<file path="config.mk">
export PLATFORM = sky130hd
export DESIGN_NAME = partition_counter_allocator_top_flat
export DESIGN_NICKNAME = d
export VERILOG_FILES = /design/src/rtl/core/pca_pkg.sv /design/src/rtl/core/pca_if.sv /design/src/rtl/core/partition_counter_allocator_top.sv /design/src/flat_wrapper.sv
export SDC_FILE = /design/constraint.sdc
export NUM_CORES = 2
export LEC_CHECK = 0
export BUFFER_PORTS_ARGS = -buffer_cell sky130_fd_sc_hd__buf_2
export CAP_MARGIN = 20
export CORE_ASPECT_RATIO = 0.8
export CORE_UTILIZATION = 30
export DETAILED_ROUTE_END_ITERATION = 10
export PLACE_DENSITY = 0.53
export SETUP_SLACK_MARGIN = 0.4
export SKIP_LAST_GASP = 1
export SLEW_MARGIN = 5
export SYNTH_ARGS = -nofsm -noshare
export SYNTH_HDL_FRONTEND = slang
export SYNTH_SLANG_ARGS = --single-unit
</file>
<file path="constraint.sdc">
create_clock -name i_clk -period 13 [get_ports i_clk]
set_input_delay 0.65 -clock i_clk [delete_from_list [all_inputs] [get_ports i_clk]]
set_output_delay 0.65 -clock i_clk [all_outputs]
set_load 0.03 [all_outputs]
</file>
<file path="src/rtl/core/pca_pkg.sv">
// ----------------------------------------------------------------------------
// pca_pkg
// Types, codes and the event offset table of the partition counter allocator.
// ----------------------------------------------------------------------------
package pca_pkg;

    localparam int PARTITIONS  = 256;
    localparam int COUNTERS    = 8;
    localparam int PART_W      = $clog2(PARTITIONS);
    localparam int CNT_W       = $clog2(COUNTERS);
    localparam int EVENT_COUNT = 27;
    localparam int MASK_W      = 27;
    localparam int OFFS_W      = 14;
    localparam int REF_W       = 16;
    localparam int SLOT_SHIFT  = 5;

    localparam logic [MASK_W-1:0] MASK_RESET = 27'h01FFC24;
    localparam logic [REF_W-1:0]  REF_MAX    = 16'hFFFF;

    typedef logic [1:0]          t_op;
    typedef logic [4:0]          t_event;
    typedef logic [7:0]          t_part_id;
    typedef logic [2:0]          t_status;
    typedef logic [2:0]          t_slot;
    typedef logic [OFFS_W-1:0]   t_offset;
    typedef logic [MASK_W-1:0]   t_mask;
    typedef logic [REF_W-1:0]    t_refcnt;

    // Operation codes
    localparam t_op OP_ALLOC  = 2'd0;
    localparam t_op OP_FREE   = 2'd1;
    localparam t_op OP_LOCATE = 2'd2;

    // Status codes
    localparam t_status ST_OK         = 3'd0;
    localparam t_status ST_NO_FREE    = 3'd1;
    localparam t_status ST_UNFILTERED = 3'd2;
    localparam t_status ST_INVALID    = 3'd3;
    localparam t_status ST_UNMAPPED   = 3'd4;

    // Register base offset of each event
    function automatic t_offset base_offset(input t_event ev);
        t_offset offs;
        case (ev)
            5'd0:    offs = 14'h0000;
            5'd1:    offs = 14'h0008;
            5'd2:    offs = 14'h0010;
            5'd3:    offs = 14'h0100;
            5'd4:    offs = 14'h0108;
            5'd5:    offs = 14'h0110;
            5'd6:    offs = 14'h0200;
            5'd7:    offs = 14'h0300;
            5'd8:    offs = 14'h0400;
            5'd9:    offs = 14'h0408;
            5'd10:   offs = 14'h0500;
            5'd11:   offs = 14'h0508;
            5'd12:   offs = 14'h0510;
            5'd13:   offs = 14'h0600;
            5'd14:   offs = 14'h0608;
            5'd15:   offs = 14'h0610;
            5'd16:   offs = 14'h0700;
            5'd17:   offs = 14'h0800;
            5'd18:   offs = 14'h0900;
            5'd19:   offs = 14'h0908;
            5'd20:   offs = 14'h0910;
            5'd21:   offs = 14'h2D18;
            5'd22:   offs = 14'h2D20;
            5'd23:   offs = 14'h2D28;
            5'd24:   offs = 14'h2D30;
            5'd25:   offs = 14'h2D38;
            5'd26:   offs = 14'h2D40;
            default: offs = 14'h0000;
        endcase
        return offs;
    endfunction

endpackage

</file>
<file path="src/rtl/core/pca_if.sv">
// ----------------------------------------------------------------------------
// pca_if
// Request and response channels of the partition counter allocator.
// ----------------------------------------------------------------------------
interface pca_req_if import pca_pkg::*; ();
    logic     valid;
    logic     ready;
    t_op      op;
    t_event   event_id;
    t_part_id partition_id;

    modport source (output valid, output op, output event_id, output partition_id,
                    input ready);
    modport sink   (input valid, input op, input event_id, input partition_id,
                    output ready);
endinterface

interface pca_rsp_if import pca_pkg::*; ();
    logic    valid;
    logic    ready;
    t_status status;
    t_slot   counter_index;
    t_offset register_offset;

    modport source (output valid, output status, output counter_index,
                    output register_offset, input ready);
    modport sink   (input valid, input status, input counter_index,
                    input register_offset, output ready);
endinterface

</file>
<file path="src/rtl/core/partition_counter_allocator_top.sv">
// ----------------------------------------------------------------------------
// partition_counter_allocator_top
// Reference-counted allocation of filtered counters to traffic partitions.
// ----------------------------------------------------------------------------
// A request is accepted in S_IDLE, where the partition map RAM is read; S_EXEC
// then decides the result, writes the map entry back and loads the response
// register. The response register lets the next request be accepted while
// a result still waits; the decide state stalls only if that register is full.
// The map has per-entry valid bits cleared at reset, so no clearing pass is
// needed. Write the filter mask only while the block is idle.
module partition_counter_allocator_top import pca_pkg::*; (
    input  logic          i_clk,
    input  logic          i_rst_n,
    input  logic          i_cfg_we,
    input  t_mask         i_cfg_wdata,
    pca_req_if.sink       i_req,
    pca_rsp_if.source     o_rsp
);

    localparam logic S_IDLE = 1'b0;
    localparam logic S_EXEC = 1'b1;

    logic                 r_state;
    t_mask                r_mask;

    // Request hold
    t_op                  r_op;
    t_event               r_ev;
    logic [PART_W-1:0]    r_part;

    // Partition map RAM and its valid bits
    t_slot                r_map_mem [PARTITIONS];
    logic [PARTITIONS-1:0] r_map_vld;
    t_slot                r_map_q;
    logic                 r_map_q_vld;

    logic [COUNTERS-1:0]  r_busy;
    logic [COUNTERS-1:0]  n_busy;
    t_refcnt              r_refcnt [COUNTERS];
    t_refcnt              n_refcnt [COUNTERS];

    // Response register
    logic                 r_out_valid;
    t_status              r_out_status;
    t_slot                r_out_slot;
    t_offset              r_out_offs;

    logic                 in_acc;
    logic                 exec_done;
    logic                 ev_ok;
    logic                 filtered;
    logic [31:0]          mask_ext;
    t_offset              base;
    t_slot                slot;
    t_refcnt              cur_cnt;
    logic                 free_found;
    t_slot                free_slot;
    logic                 map_we;
    t_slot                map_wdata;
    t_status              n_status;
    t_slot                n_slot;
    t_offset              n_offs;

    assign i_req.ready     = (r_state == S_IDLE);
    assign in_acc          = i_req.valid && i_req.ready;
    assign exec_done       = (r_state == S_EXEC) && (!r_out_valid || o_rsp.ready);

    assign o_rsp.valid           = r_out_valid;
    assign o_rsp.status          = r_out_status;
    assign o_rsp.counter_index   = r_out_slot;
    assign o_rsp.register_offset = r_out_offs;

    // Decode the held request against the map entry read when it was accepted
    assign ev_ok    = (r_op <= OP_LOCATE) && (r_ev < 5'(EVENT_COUNT));
    assign mask_ext = 32'(r_mask);
    assign filtered = mask_ext[r_ev];
    assign base     = base_offset(r_ev);
    assign slot     = r_map_q_vld ? r_map_q : '0;
    assign cur_cnt  = r_refcnt[slot];

    // Find the lowest free counter from 1 upward
    always_comb begin
        free_found = 1'b0;
        free_slot  = '0;
        for (int c = COUNTERS - 1; c >= 1; c--) begin
            if (!r_busy[c]) begin
                free_found = 1'b1;
                free_slot  = CNT_W'(c);
            end
        end
    end

    // Decide result and state update
    always_comb begin
        n_busy    = r_busy;
        n_refcnt  = r_refcnt;
        map_we    = 1'b0;
        map_wdata = '0;
        n_status  = ST_OK;
        n_slot    = '0;
        n_offs    = base;
        if (!ev_ok) begin
            n_status = ST_INVALID;
            n_offs   = '0;
        end else if (!filtered) begin
            n_status = ST_UNFILTERED;
        end else begin
            case (r_op)
                OP_ALLOC: begin
                    if (slot != '0) begin
                        if (cur_cnt != REF_MAX) begin
                            n_refcnt[slot] = cur_cnt + 1'b1;
                        end
                        n_slot = slot;
                    end else if (!free_found) begin
                        n_status = ST_NO_FREE;
                    end else begin
                        n_busy[free_slot]   = 1'b1;
                        n_refcnt[free_slot] = REF_W'(1);
                        map_we              = 1'b1;
                        map_wdata           = free_slot;
                        n_slot              = free_slot;
                    end
                end
                OP_FREE: begin
                    if (slot == '0) begin
                        n_status = ST_UNMAPPED;
                    end else begin
                        if (cur_cnt <= REF_W'(1)) begin
                            n_refcnt[slot] = '0;
                            n_busy[slot]   = 1'b0;
                            map_we         = 1'b1;
                            map_wdata      = '0;
                        end else begin
                            n_refcnt[slot] = cur_cnt - 1'b1;
                        end
                        n_slot = slot;
                    end
                end
                default: begin
                    n_status = (slot == '0) ? ST_UNMAPPED : ST_OK;
                    n_slot   = slot;
                end
            endcase
            n_offs = base + (OFFS_W'(n_slot) << SLOT_SHIFT);
        end
    end

    // Control state
    always_ff @(posedge i_clk) begin
        if (!i_rst_n) begin
            r_state     <= S_IDLE;
            r_mask      <= MASK_RESET;
            r_busy      <= COUNTERS'(1);
            r_map_vld   <= '0;
            r_out_valid <= 1'b0;
            for (int c = 0; c < COUNTERS; c++) begin
                r_refcnt[c] <= '0;
            end
        end else begin
            if (i_cfg_we) begin
                r_mask <= i_cfg_wdata;
            end
            case (r_state)
                S_IDLE: begin
                    if (in_acc) begin
                        r_state <= S_EXEC;
                    end
                end
                S_EXEC: begin
                    if (exec_done) begin
                        r_state <= S_IDLE;
                    end
                end
                default: begin
                    r_state <= S_IDLE;
                end
            endcase
            if (exec_done) begin
                r_busy   <= n_busy;
                r_refcnt <= n_refcnt;
                if (map_we) begin
                    r_map_vld[r_part] <= 1'b1;
                end
            end
            // Drop the response once taken, load a new one on completion
            if (exec_done) begin
                r_out_valid <= 1'b1;
            end else if (o_rsp.ready) begin
                r_out_valid <= 1'b0;
            end
        end
    end

    // Request capture and map read
    always_ff @(posedge i_clk) begin
        if (in_acc) begin
            r_op        <= i_req.op;
            r_ev        <= i_req.event_id;
            r_part      <= i_req.partition_id[PART_W-1:0];
            r_map_q     <= r_map_mem[i_req.partition_id[PART_W-1:0]];
            r_map_q_vld <= r_map_vld[i_req.partition_id[PART_W-1:0]];
        end
    end

    // Map write-back
    always_ff @(posedge i_clk) begin
        if (exec_done && map_we) begin
            r_map_mem[r_part] <= map_wdata;
        end
    end

    // Response payload
    always_ff @(posedge i_clk) begin
        if (exec_done) begin
            r_out_status <= n_status;
            r_out_slot   <= n_slot;
            r_out_offs   <= n_offs;
        end
    end

endmodule

</file>
<file path="src/flat_wrapper.sv">
// flat-port wrapper written by rule: the top's interface ports become plain ports
module partition_counter_allocator_top_flat import pca_pkg::*;
  (i_clk, i_rst_n, i_cfg_we, i_cfg_wdata, i_req_valid, i_req_op, i_req_event_id, i_req_partition_id, i_req_ready, o_rsp_valid, o_rsp_status, o_rsp_counter_index, o_rsp_register_offset, o_rsp_ready);
  pca_req_if i_req_i ();
  pca_rsp_if o_rsp_i ();
  input  logic i_clk;
  input  logic i_rst_n;
  input  logic i_cfg_we;
  input  t_mask i_cfg_wdata;
  input wire logic [$bits(i_req_i.valid)-1:0] i_req_valid;
  input wire logic [$bits(i_req_i.op)-1:0] i_req_op;
  input wire logic [$bits(i_req_i.event_id)-1:0] i_req_event_id;
  input wire logic [$bits(i_req_i.partition_id)-1:0] i_req_partition_id;
  output wire logic [$bits(i_req_i.ready)-1:0] i_req_ready;
  output wire logic [$bits(o_rsp_i.valid)-1:0] o_rsp_valid;
  output wire logic [$bits(o_rsp_i.status)-1:0] o_rsp_status;
  output wire logic [$bits(o_rsp_i.counter_index)-1:0] o_rsp_counter_index;
  output wire logic [$bits(o_rsp_i.register_offset)-1:0] o_rsp_register_offset;
  input wire logic [$bits(o_rsp_i.ready)-1:0] o_rsp_ready;
  assign i_req_i.valid = i_req_valid;
  assign i_req_i.op = i_req_op;
  assign i_req_i.event_id = i_req_event_id;
  assign i_req_i.partition_id = i_req_partition_id;
  assign i_req_ready = i_req_i.ready;
  assign o_rsp_valid = o_rsp_i.valid;
  assign o_rsp_status = o_rsp_i.status;
  assign o_rsp_counter_index = o_rsp_i.counter_index;
  assign o_rsp_register_offset = o_rsp_i.register_offset;
  assign o_rsp_i.ready = o_rsp_ready;
  partition_counter_allocator_top u_core (.i_clk(i_clk), .i_rst_n(i_rst_n), .i_cfg_we(i_cfg_we), .i_cfg_wdata(i_cfg_wdata), .i_req(i_req_i), .o_rsp(o_rsp_i));
endmodule
</file>
==> reports/results.tsv <==
metric	value	unit
outcome	finished, final reports clean	
TNS Setup	0	ns
Final Critical Period	7.357	ns
Setup Viol. Count Final	0	
CTS clk-pin slew, worst paths	0.06	ns
GR Util All Layers	16.93	%
root buf cell	clkbuf_16	
Area growth syn-to-layout	13.78	%
Hold Crit Start	i_req_event_id[2]	
Power Density	141.2	nW/um^2
post-synthesis sequential area ratio	61.64	%
CORE AREA	175000	sq um
Post-Synth Simple-Gate Area	9.493	%
Max rail drop VDD	125.3	uV
post-route core utilization	34.52	%
Critical Path Fanout Max	66	
antenna-violating nets left	0	
number of global-route vias before repair	32030	
H-tree levels	4	
vias per cell	5.430	
I/O pin count	69	
largest net degree at the start of global routing	106	
async set-reset flop share out of synthesis	0	%
sink of the worst hold path	u_core.r_ev[2]	
YS warnings	0	
GRT Max-Usage Layer	met1	
Syn Area/Cell	15.24	sq um
Gate Count Post-Synth	3485	
first-iteration detailed-routing DRC count	3504	
setup slack, reg-to-reg	5.64	ns
Die Ht	378.3	microns
Final Net Count	3564	
initial antenna violation count	2	
CTS tree	built	
CP Data Arrival Time	8.03	ns
Compound-Gate Fraction of Synth Area	9.267	%
Starting Density	30.34	%
Max Slew Vio Count	0	
Setup Buffers After CTS	0	
type of element launching the critical path	register	
Pre-antenna DRT Iters	7	
Netlist Area Pre-Place	53100	sq um
Adder-Cell Fraction of Synth Area	0.3205	%
routed via count	32470	
die area	178700	sq um
Synth Flop Type	edfxtp_1	
post-DP HPWL	95810	microns
post-route setup slack	5.643	ns
r2r startpoint	u_core.r_map_q[1]	
hold crit path type	in -> reg	
Synth top area share	45.47	%
Fin. Hold Viols	0	
RePlAce Congestion	0.9457	
max_slew headroom	18.98	%
Synth top cells by count	edfxtp_1, dfxtp_1, mux4_2	
length in cells of the worst reg-to-reg path	15	
top post-synthesis cells by area	edfxtp_1, dfxtp_1, mux4_2	
post-cts resize count	0	
XOR/XNOR share of the synthesized area	0.4453	%
M2 GR Usage	24.73	%
Leakage	20.16	nW
Clock Sinks	1233	
max_cap viols	0	
first-pass GRT wire length	225500	microns
Crit Path Class	reg -> reg	
Reg-to-Reg End	u_core.r_map_vld[194]	
hold_ws	0.09495	ns
Hold-fix buffers, CTS	2	
DR WL/cell	25.49	microns
unique cell type count in the Yosys netlist	89	
GR Overflow Total	0	
Clk Latency, worst-skew pair	0.79	ns
Crit. End Element	register	
mux contribution to synthesized area	16.24	%
register bit count reported by yosys	1233	
M3 GR Usage	3.610	%
top-count cell post-synth	edfxtp_1	
slew at the pin closest to its max-slew limit	1.205	ns
layout cell share with drive strength beyond 1	26.11	%
main combinational cell family by area after synthesis	multiplexers	
CP required	13.67	ns
Worst Hold Depth	1	
Max Root-Sink Buffers	3	
leading area contributor after synthesis	edfxtp_1	
RSZ-0062 raised after global routing	no	
Port Buffers	65	
DP Cell Count	5723	
DRC	0	
Highest Clock Rate	0.1359	GHz
GRT met1 Usage	25.01	%
Final Non-Filler Cells	5980	
TritonCTS Buffers	138	
Place WS	5.706	ns
final wirelength	152400	microns
Die Wd	472.4	microns
Max Clock Skew	0.03645	ns
FILL cells	16670	
FP Rows	137	
Post-synth EDFFs	804	
fin crit share	56.59	%
-- critical path, stage by stage (launching register included) --
cell and delay (ns):
edfxtp_1 0.33, buf_4 0.43, nand4bb_1 0.45, buf_4 0.31, o22ai_1 0.15, nor4_4 0.64, nor3_2 0.29, nand4_2 0.45
o21ai_1 0.19, nand2_4 0.14, buf_4 0.59, buf_4 0.84, buf_4 0.87, buf_4 0.83, nor3_1 0.28, o21a_1 0.24
-- metal layers --
metal | vias to the layer above | share of wire, %
met5 | - | 0
met4 | 0 | 2.4
met3 | 238 | 7.3
met2 | 1325 | 44
met1 | 16910 | 47
li1 | 14000 | -
-- cell usage in the layout (no fill, tap or decap), drive strengths merged, types with 14 or more instances in the layout --
| cell | count |
|---|---|
| xnor2 | 25 |
| a31oi | 21 |
| mux4 | 347 |
| nand2 | 149 |
| inv | 28 |
| nand4 | 20 |
| clkbuf | 191 |
| o21ai | 90 |
| edfxtp | 804 |
| a22o | 18 |
| clkinv | 38 |
| dfxtp | 429 |
| a32o | 16 |
| nand3 | 78 |
| o21a | 257 |
| nor2 | 129 |
| mux2i | 65 |
| a32oi | 14 |
| mux2 | 14 |
| a21oi | 79 |
| o22ai | 16 |
| nor3 | 295 |
| a221oi | 33 |
| buf | 153 |
| nor4 | 14 |
| and2 | 31 |
| nor2b | 17 |
| o31ai | 19 |
| a22oi | 20 |
-- metrics by stage --
stage	power, mW	area [sq um]
floorplan	4.576	53110
global placement	4.742	55860
detailed placement	4.743	55900
CTS	8.620	60380
global route	8.794	60420
finish	8.534	60420
-- power by group --
group | total, mW | internal [mW] | switching [mW] | leakage (nW)
Sequential | 4.17 | 4.16 | 0.0162 | 12.1
Clock | 3.87 | 2.24 | 1.63 | 2.17
Combinational | 0.494 | 0.151 | 0.343 | 5.87
Total | 8.53 | 6.55 | 1.99 | 20.2
-- final cells by class --
type | instances | area (sq um) | share of cell area [%]
clock buffers | 191 | 3795 | 6.281
repair buffers | 155 | 1094 | 1.810
diodes | 1 | 2.502 | 0.004142
multi-input cells | 1957 | 19100 | 31.61
inverters | 19 | 71.32 | 0.1180
clock inverters | 61 | 669.4 | 1.108
flip-flops and latches | 1233 | 32730 | 54.18
well taps | 2363 | 2957 | 4.894
-- sequential cells by signal (all words and copies together), names as in the netlist --
name                          cells
u_core.o_rsp.register_offset     11
u_core.r_state                    1
u_core.r_map_vld                256
u_core.r_busy                     7
u_core.o_rsp.valid                1
u_core.r_op                       2
u_core.r_refcnt                 128
u_core.r_ev                       5
u_core.base                       9
u_core.r_map_q                    3
u_core.r_part                     8
u_core.r_map_q_vld                1
u_core.o_rsp.counter_index        3
u_core.r_mask                    27
u_core.o_rsp.status               3
u_core.r_map_mem                768
-- cell families after synthesis --
logic type                 Yosys count
adders and majority gates           13
DFF                               1233
other                                1
muxes                              426
buffers and inverters              297
xor gates and xnor gates            27
and+or+nand+nor                    810
AOI/OAI and AO/OA                  678
-- worst max path at each step --
stage	start	end	slack (ns)	cells after the start
floorplan	u_core.r_ev[1]	u_core.r_map_mem[0][2]	3.95	8
global placement	u_core.r_map_q[1]	u_core.r_map_vld[15]	5.79	15
detailed placement	u_core.r_map_q[1]	u_core.r_map_vld[194]	5.71	15
CTS	u_core.r_map_q[1]	u_core.r_map_vld[194]	5.72	15
global route	u_core.r_map_q[2]	u_core.r_map_vld[194]	5.24	19
finish	u_core.r_map_q[1]	u_core.r_map_vld[194]	5.64	15
No activity file was read; power rests on OpenSTA's default activity.
